==> config.mk <==
export PLATFORM = sky130hd
export DESIGN_NAME = xor_fcs_frame_deframer_top
export DESIGN_NICKNAME = d
export VERILOG_FILES = /design/src/hdl/dfr_pkg.sv /design/src/hdl/dfr_parser.sv /design/src/hdl/dfr_out_skid.sv /design/src/hdl/xor_fcs_frame_deframer_top.sv
export SDC_FILE = /design/constraint.sdc
export NUM_CORES = 1
export LEC_CHECK = 0
export BUFFER_PORTS_ARGS = -buffer_cell sky130_fd_sc_hd__buf_2
export CORE_MARGIN = 5
export CORE_UTILIZATION = 40
export CTS_CLUSTER_SIZE = 16
export DETAILED_ROUTE_END_ITERATION = 16
export GPL_TIMING_DRIVEN = 1
export PLACE_DENSITY = 0.66
export SYNTH_ARGS = -nofsm -noshare
export SYNTH_HDL_FRONTEND = slang
export SYNTH_SLANG_ARGS = --single-unit
export TNS_END_PERCENT = 30
==> constraint.sdc <==
create_clock -name clock -period 8.5 [get_ports clock]
set_input_delay 1.275 -clock clock [delete_from_list [all_inputs] [get_ports clock]]
set_output_delay 1.275 -clock clock [all_outputs]
set_load 0.03 [all_outputs]
==> src/hdl/dfr_pkg.sv <==
`default_nettype none

package dfr_pkg;

   // Configuration register indexes and port widths
   localparam int CSR_INDEX_W = 8;
   localparam int CSR_DATA_W  = 16;

   localparam logic [CSR_INDEX_W-1:0] CSR_HEADER_BYTE     = 8'd0;
   localparam logic [CSR_INDEX_W-1:0] CSR_MAX_PAYLOAD_LEN = 8'd1;

   localparam logic [7:0]  HEADER_BYTE_RESET     = 8'hA5;
   localparam logic [15:0] MAX_PAYLOAD_LEN_RESET = 16'd259;

   // Frame-end status codes
   typedef enum logic [1:0] {
      STATUS_OK       = 2'd0,
      STATUS_FCS_ERR  = 2'd1,
      STATUS_TOO_LONG = 2'd2
   } dfr_status_type;

   // Live configuration seen by the parser
   typedef struct packed {
      logic [7:0]  header_byte;
      logic [15:0] max_payload_len;
   } dfr_cfg_type;

   // One result item
   typedef struct packed {
      logic           frame_end;
      logic [7:0]     command;
      logic [15:0]    length;
      logic [15:0]    byte_index;
      logic [7:0]     data_byte;
      dfr_status_type status;
   } dfr_result_type;

endpackage

`default_nettype wire

==> src/hdl/dfr_parser.sv <==
`default_nettype none

module dfr_parser
   import dfr_pkg::*;
(
   input  wire logic           clock,
   input  wire logic           reset,
   input  wire logic           accept,
   input  wire logic [7:0]     rx_byte,
   input  wire dfr_cfg_type    cfg,
   output logic                res_valid,
   output dfr_result_type      res
);

   typedef enum logic [2:0] {
      ST_IDLE  = 3'd0,
      ST_CMD   = 3'd1,
      ST_LEN_H = 3'd2,
      ST_LEN_L = 3'd3,
      ST_DATA  = 3'd4,
      ST_FCS   = 3'd5
   } state_type;

   state_type   state_ff, state_in;
   logic [7:0]  command_ff, command_in;
   logic [15:0] length_ff, length_in;
   logic [15:0] count_ff, count_in;
   logic [7:0]  fcs_ff, fcs_in;
   logic        hit;

   // Work out the next parse state and any result for this byte
   always_comb begin
      state_in   = state_ff;
      command_in = command_ff;
      length_in  = length_ff;
      count_in   = count_ff;
      fcs_in     = fcs_ff;
      hit        = 1'b0;
      res.frame_end  = 1'b0;
      res.command    = command_ff;
      res.length     = length_ff;
      res.byte_index = count_ff;
      res.data_byte  = rx_byte;
      res.status     = STATUS_OK;

      case (state_ff)
         ST_CMD: begin
            command_in = rx_byte;
            fcs_in     = rx_byte;
            state_in   = ST_LEN_H;
         end
         ST_LEN_H: begin
            length_in = {rx_byte, 8'h00};
            fcs_in    = fcs_ff ^ rx_byte;
            state_in  = ST_LEN_L;
         end
         ST_LEN_L: begin
            length_in = {length_ff[15:8], rx_byte};
            fcs_in    = fcs_ff ^ rx_byte;
            count_in  = 16'd0;
            state_in  = (length_in != 16'd0) ? ST_DATA : ST_FCS;
         end
         ST_DATA: begin
            fcs_in   = fcs_ff ^ rx_byte;
            hit      = (count_ff < cfg.max_payload_len);
            count_in = count_ff + 16'd1;
            if (count_in >= length_ff) begin
               state_in = ST_FCS;
            end
         end
         ST_FCS: begin
            hit            = 1'b1;
            res.frame_end  = 1'b1;
            res.byte_index = 16'd0;
            res.data_byte  = 8'd0;
            // too long wins over a checksum mismatch
            if (length_ff > cfg.max_payload_len) begin
               res.status = STATUS_TOO_LONG;
            end else if (fcs_ff != rx_byte) begin
               res.status = STATUS_FCS_ERR;
            end else begin
               res.status = STATUS_OK;
            end
            state_in = ST_IDLE;
         end
         default: begin
            // hunt for the header byte
            state_in = (rx_byte == cfg.header_byte) ? ST_CMD : ST_IDLE;
         end
      endcase
   end

   assign res_valid = accept & hit;

   // Advance the parse state on each accepted request
   always_ff @(posedge clock) begin
      if (reset) begin
         state_ff   <= ST_IDLE;
         command_ff <= 8'd0;
         length_ff  <= 16'd0;
         count_ff   <= 16'd0;
         fcs_ff     <= 8'd0;
      end else if (accept) begin
         state_ff   <= state_in;
         command_ff <= command_in;
         length_ff  <= length_in;
         count_ff   <= count_in;
         fcs_ff     <= fcs_in;
      end
   end

endmodule

`default_nettype wire

==> src/hdl/dfr_out_skid.sv <==
`default_nettype none

module dfr_out_skid
   import dfr_pkg::*;
(
   input  wire logic           clock,
   input  wire logic           reset,
   input  wire logic           in_valid,
   input  wire dfr_result_type in_data,
   input  wire logic           out_stall,
   output logic                out_valid,
   output dfr_result_type      out_data,
   output logic                full
);

   logic           main_valid_ff;
   dfr_result_type main_ff;
   logic           skid_valid_ff;
   dfr_result_type skid_ff;
   logic           main_free;

   // The output register frees up when empty or when its result is taken
   assign main_free = ~main_valid_ff | ~out_stall;

   // Control: no request is accepted while the skid stage holds a result
   always_ff @(posedge clock) begin
      if (reset) begin
         main_valid_ff <= 1'b0;
         skid_valid_ff <= 1'b0;
      end else if (main_free) begin
         main_valid_ff <= skid_valid_ff | in_valid;
         skid_valid_ff <= 1'b0;
      end else if (in_valid) begin
         skid_valid_ff <= 1'b1;
      end
   end

   // Payload: refill from the skid stage first, else park a new result in it
   always_ff @(posedge clock) begin
      if (main_free) begin
         main_ff <= skid_valid_ff ? skid_ff : in_data;
      end else if (in_valid) begin
         skid_ff <= in_data;
      end
   end

   assign out_valid = main_valid_ff;
   assign out_data  = main_ff;
   assign full      = skid_valid_ff;

endmodule

`default_nettype wire

==> src/hdl/xor_fcs_frame_deframer_top.sv <==
// Payload and frame-end results pass through the result register before reaching rsp_.
// Throughput: one byte per cycle while req_stall is low; parse state closes the only loop.
// A two-entry output (result register plus skid stage) lets requests flow while rsp_ stalls;
// req_stall rises only once both entries are full.
// Reset (synchronous): parser waits for a header, outputs empty, registers back to
// header 0xA5 and payload limit 259.
`default_nettype none

module xor_fcs_frame_deframer_top
   import dfr_pkg::*;
(
   input  wire logic                   clock,
   input  wire logic                   reset,
   input  wire logic                   req_valid,
   output logic                        req_stall,
   input  wire logic [7:0]             req_rx_byte,
   output logic                        rsp_valid,
   input  wire logic                   rsp_stall,
   output logic                        rsp_frame_end,
   output logic [7:0]                  rsp_command,
   output logic [15:0]                 rsp_length,
   output logic [15:0]                 rsp_byte_index,
   output logic [7:0]                  rsp_data_byte,
   output logic [1:0]                  rsp_status,
   input  wire logic                   csr_valid,
   output logic                        csr_ready,
   input  wire logic [CSR_INDEX_W-1:0] csr_index,
   input  wire logic [CSR_DATA_W-1:0]  csr_wdata
);

   dfr_cfg_type    cfg_ff;
   logic           accept;
   logic           res_valid;
   dfr_result_type res;
   dfr_result_type out_data;
   logic           skid_full;

   // Configuration registers; writes to other indexes are dropped
   assign csr_ready = 1'b1;

   always_ff @(posedge clock) begin
      if (reset) begin
         cfg_ff.header_byte     <= HEADER_BYTE_RESET;
         cfg_ff.max_payload_len <= MAX_PAYLOAD_LEN_RESET;
      end else if (csr_valid) begin
         case (csr_index)
            CSR_HEADER_BYTE:     cfg_ff.header_byte     <= csr_wdata[7:0];
            CSR_MAX_PAYLOAD_LEN: cfg_ff.max_payload_len <= csr_wdata;
            default: ;
         endcase
      end
   end

   assign req_stall = skid_full;
   assign accept    = req_valid & ~skid_full;

   dfr_parser u_parser (
      .clock     (clock),
      .reset     (reset),
      .accept    (accept),
      .rx_byte   (req_rx_byte),
      .cfg       (cfg_ff),
      .res_valid (res_valid),
      .res       (res)
   );

   dfr_out_skid u_out (
      .clock     (clock),
      .reset     (reset),
      .in_valid  (res_valid),
      .in_data   (res),
      .out_stall (rsp_stall),
      .out_valid (rsp_valid),
      .out_data  (out_data),
      .full      (skid_full)
   );

   assign rsp_frame_end  = out_data.frame_end;
   assign rsp_command    = out_data.command;
   assign rsp_length     = out_data.length;
   assign rsp_byte_index = out_data.byte_index;
   assign rsp_data_byte  = out_data.data_byte;
   assign rsp_status     = out_data.status;

endmodule

`default_nettype wire

**Word level (Yosys, flattened, before mapping)**

Cells that the tools add are included.

- Order comparisons: 3
- Reduce and logical (&&, ||, !) cells: 16
- Multiplexer cells: 13
- Bitwise gates (word level): 10
- Eq/ne operators: 9
- Add/subtract/negate cells: 1

Operators by type and width:

| operator | count |
|---|---|
| case mux 16 bit (2 select lines) | 2 |
| two-way mux 51 bit | 1 |
| two-way mux 26 bit | 1 |
| adder 16 x 1 -> 16 bit (second input constant) | 1 |
| greater-or-equal comparator 16 bit | 1 |
| greater-than comparator 16 bit | 1 |
| less-than comparator 16 bit | 1 |
| case mux 8 bit (2 select lines) | 1 |
| AND reduction 2 bit | 8 |
| nonzero test 16 bit | 1 |
| case mux 3 bit (5 select lines) | 1 |
| == test 8 x 1 -> 1 bit (second input constant) | 1 |
| == test 8 bit | 1 |
| logical NOT 8 bit | 1 |
| != test 8 bit | 1 |
| bitwise XOR 8 bit | 1 |
| == test 3 x 2 -> 1 bit (second input constant) | 2 |
| == test 3 bit (second input constant) | 2 |
| nonzero test 2 bit | 3 |
| inverter 1 bit | 5 |
| two-way mux 1 bit | 4 |
| == test 3 x 1 -> 1 bit (second input constant) | 1 |
| two-way mux 3 bit | 1 |
| AND reduction 3 bit | 1 |
| 7 further kinds | 9 |

- Logic and storage cells: 74
- Input port bits: 37
- Output and inout bits: 54
- Flip-flop bits (word level): 179

**Logic depth before layout (Yosys ltp)**

- Depth after elaboration: 5
- Gate-level depth with buffers: 12
- Mapped depth without buffers: 11

**By module**

A second synthesis with hierarchy kept.

- Cell total of the unflattened synthesis: 786
- Area total of the unflattened synthesis: 9,003.6 um^2

Modules (own cells, without submodules):

| module | instances | area each (um^2) | sequential area each (um^2) | cells each |
|---|---|---|---|---|
| dfr_out_skid | 1 | 3,996.3 | 3,103.0 | 166 |
| dfr_parser | 1 | 3,948.8 | 1,021.0 | 506 |
| xor_fcs_frame_deframer_top | 1 | 1,058.5 | 480.5 | 114 |

**Worst setup path before layout**

No wires, ideal clock.

- Path type: input-to-reg
- From: in rsp_stall
- To: reg u_out.skid_ff[0] in the netlist's numbering (enable)
- Path buffers: 0
- Stages: 2
- Slack: 1,633 ps
- Data required time: 7,964 ps
- Setup time: 536 ps
- Arrival: 6,331 ps
- Cell sequence: nand2_1 -> a211oi_1

- Longest elaborated chain between the ends: 4

RTL lines:

| element | line | RTL |
|---|---|---|
| start: declaration | xor_fcs_frame_deframer_top.sv:18 | `input wire logic rsp_stall,` |
| inverter 1 bit | dfr_out_skid.sv:23 | `assign main_free = ~main_valid_ff \| ~out_stall;` |
| OR 1 bit | dfr_out_skid.sv:23 |  |
| inverter 1 bit (no source line) | -- |  |
| AND reduction 2 bit (no source line) | -- |  |
| end signal: assignment | dfr_out_skid.sv:43 | `skid_ff <= in_data;` |
| end: declaration | dfr_out_skid.sv:19 | `dfr_result_type skid_ff;` |

No other way between the ends.
A chain may end at the register's enable or synchronous reset.

**Worst setup path in the final report**

- From: reg u_parser.state_ff[0]
- To: reg u_out.skid_ff[33] in the netlist's numbering (enable)

- Longest elaborated chain between the ends: 4
- Elaborated cells between the ends (all ways): 5

RTL lines:

| element | line | RTL |
|---|---|---|
| start: declaration | dfr_parser.sv:24 | `state_type state_ff, state_in;` |
| start signal: assignment | dfr_parser.sv:104 | `state_ff <= state_in;` |
| == test 3 bit | dfr_parser.sv:46 | `case (state_ff)` |
| case mux 1 bit (2 select lines) * | dfr_parser.sv:46 |  |
| AND 1 bit * | dfr_parser.sv:93 | `assign res_valid = accept & hit;` |
| AND reduction 2 bit (no source line) * | -- |  |

Every way passes the cells marked *; elsewhere a longest branch is shown, timed or not.

==> key figures <==
Layout
  – Area grow syn2layout: 14.4%
  – Layout Nets: 932
  – Antenna Cells: 0
  – Fin cells: 1135
  – Design Area, Final: 0.00975 mm2
  – Layout cells sized above 1: 0.197

Drt
  – DR pass1 iterations: 5
  – Drt initial violations: 454
  – ANT nets after route: 0
  – Routed length per instance: 17.0 um
  – DR vias: 5944
  – WL final: 19.3 mm
  – Post-DR vias/cell: 5.24
  – Post-route DRC violation count: 0

Worst setup path
  – Critical Path End Type: register
  – Critical Path RT: 8580 ps
  – Buf/Inv on CP: 1
  – CP max-delay cell: a211oi_4
  – Setup crit start kind: register
  – Crit path DAT: 3860 ps
  – Largest delay share family, worst path: compound AO/OA/AOI/OAI gates
  – Crit-path cells: or3b_1 -> a2111oi_0 -> o211ai_1 -> a211oi_4 -> buf_4
  – Critical path's largest stage delay: 950 ps
  – Crit Path Max Fanout: 32
  – CP Class: register to register

Synthesis
  – Yosys reg bits: 179
  – Synth top area share: 0.359
  – Syn_nets: 866
  – Count leader, synth: edfxtp_1
  – Primary FF master, synth: edfxtp_1
  – Post-synth EDFFs: 102
  – Async SR Flop Fraction: 0
  – Seq/Total Area, Yosys: 0.540
  – Distinct cells, synth: 60
  – Synth area leader: edfxtp_1
  – Cells after Synth: 781
  – Syn Area/Cell: 10.9 um2
  – Top cells by count, synth: edfxtp_1, dfxtp_1, nand2_1
  – Ys Warns: 0
  – Synth area leaders: edfxtp_1, dfxtp_1, ha_1
  – Syn Std Cell Area: 0.00852 mm2

CTS
  – CTS tree: built
  – Clock Tree Buf Depth: 2
  – Postcts setup bufs: 0
  – Post-cts sizing count: 0
  – CTS Root Cell: clkbuf_16
  – H-tree depth: 4
  – Cts hold-fix bufs: 0
  – CTS clk-pin slew, worst paths: 70 ps
  – Cts bufs inserted: 17
  – Skew-Pair Late Insertion Delay: 440 ps
  – Clock sinks: 179

Global routing
  – Number of global-route vias before repair: 5645
  – Antenna violations before repair: 0
  – GRT overflow: 0
  – Gr usage total: 0.162
  – Largest net degree at the start of global routing: 79
  – First-pass GRT wire length: 30.8 mm

Status
  – Outcome: completed

STA
  – RSZ-0062 raised after global routing: no
  – Setup violations, final: 0
  – Final min period: 3780 ps
  – FMAX: 264 MHz
  – Fin. Hold Viols: 0
  – Post-Route Setup TNS: 0 ps
  – Slew Viols, Final: 0
  – Tcrit/Tclk final: 0.445
  – WHS: 461 ps
  – Worst-Margin Slew: 1110 ps
  – Slew HR: 0.259
  – Clock skew: 10.7 ps

Die
  – Core box area: 0.0210 mm2
  – IO Pins: 91
  – Die Y-Extent: 156 um
  – # rows: 53
  – Initial core utilization: 0.406
  – Die extent in x: 156 um
  – Die ar.: 0.0243 mm2

Power and ir drop
  – P per Cell Area: 188 mW/mm2
  – Peak VDD IR: 0.142 mV
  – Power Total: 0.00183 W
  – Leak: 4.10 nW

Run
  – Max-cap violations: 0

Place
  – Post-DP Area: 0.00913 mm2
  – Post-DP HPWL: 13.5 mm
  – Dpl cells: 1103
  – Number of I/O port buffers: 89
  – GP Congestion: 0.863

Worst hold path
  – Worst Hold Class: register to register
-- cells by family after synthesis --
| logic type | Yosys count | share of synthesized area |
|---|---|---|
| xor gates and xnor gates | 38 | 0.0390 |
| AOI/OAI and AO/OA | 129 | 0.0938 |
| and+or+nand+nor | 242 | 0.140 |
| muxes | 57 | 0.0713 |
| buffers and inverters | 87 | 0.0445 |
| DFF | 179 | 0.540 |
| adders and majority gates | 48 | 0.0705 |
| other | 1 | 0.000440 |
-- cell type report --
cell class | count | area (um2)
clock buffers | 20 | 447
clock inverters | 12 | 168
fillers | 1932 | 11300
inverters | 41 | 154
multi-input cells | 515 | 3560
flip-flops and latches | 179 | 4600
well taps | 275 | 344
repair buffers | 93 | 475
-- final timing paths --
| check | slack [ps] | to | depth (start not counted) | startpoint |
|---|---|---|---|---|
| hold reg to reg | 460 | u_out.skid_ff[44] | 0 | u_parser.command_ff[2] |
| hold / removal | 460 | u_out.skid_ff[44] | 0 | u_parser.command_ff[2] |
| setup reg to reg | 4720 | u_out.skid_ff[33] | 5 | u_parser.state_ff[0] |
| setup / recovery | 4720 | u_out.skid_ff[33] | 5 | u_parser.state_ff[0] |
-- where the power goes --
group	switching, W	internal (W)	total [W]
registers	0.00000947	0.000918	0.000928
clock network	0.000341	0.000477	0.000818
logic	0.0000551	0.0000308	0.0000860
total	0.000406	0.00143	0.00183
-- layer usage --
layer	vias to the layer above	track usage	wire [um]	share of wire
li1	2923	-	-	-
met1	2828	0.222	8940	0.46
met2	155	0.250	8760	0.45
met3	38	0.0397	1110	0.058
met4	0	0.0571	450	0.023
met5	-	0	0	0
-- layout by cell type, fill, tap and decap left out, drive strengths merged, types with 2 or more instances in the layout --
master      n
nor2b       8
edfxtp    102
a21oi      41
ha         48
nand2      69
o21ai      35
or3         3
a2111oi     2
buf        93
or4         3
mux2i      27
nand2b      4
a211o       7
a21o        4
a41oi       4
nand4      11
dfxtp      77
a2bb2oi     2
nor3        5
a211oi      3
mux2       30
or2         2
and3        6
bufinv      3
nand3      27
clkinvlp    3
clkbuf     20
nor2       65
inv        46
a31oi       9
a22oi       6
xor2       22
and2       23
a311oi      4
o211ai      4
nor4       10
xnor2      16
and4        2
o31ai       2
-- state kept, by name, summed over array words and instances, names as in the netlist --
name and flops:
u_out.out_valid 1, u_parser.count_ff 16, u_parser.state_ff 3, u_out.full 1, u_out.out_data 51, u_out.skid_ff 51
cfg_ff 24, u_parser.command_ff 8, u_parser.fcs_ff 8, u_parser.length_ff 16
-- worst register-to-register path, stage by stage (launching register included) --
cell	delay (ps)
dfxtp_1	630
or3b_1	610
a2111oi_0	410
o211ai_1	270
a211oi_4	950
buf_4	530
-- stage by stage --
step | setup WS, ps | util
6_report | 4720 | 0.464
5_1_grt | 4470 | 0.464
4_1_cts | 4690 | 0.464
3_5_place_dp | 4690 | 0.434
3_3_place_gp | 4880 | 0.434
2_1_floorplan | 1630 | -
Power figures use the tool's default switching activity.
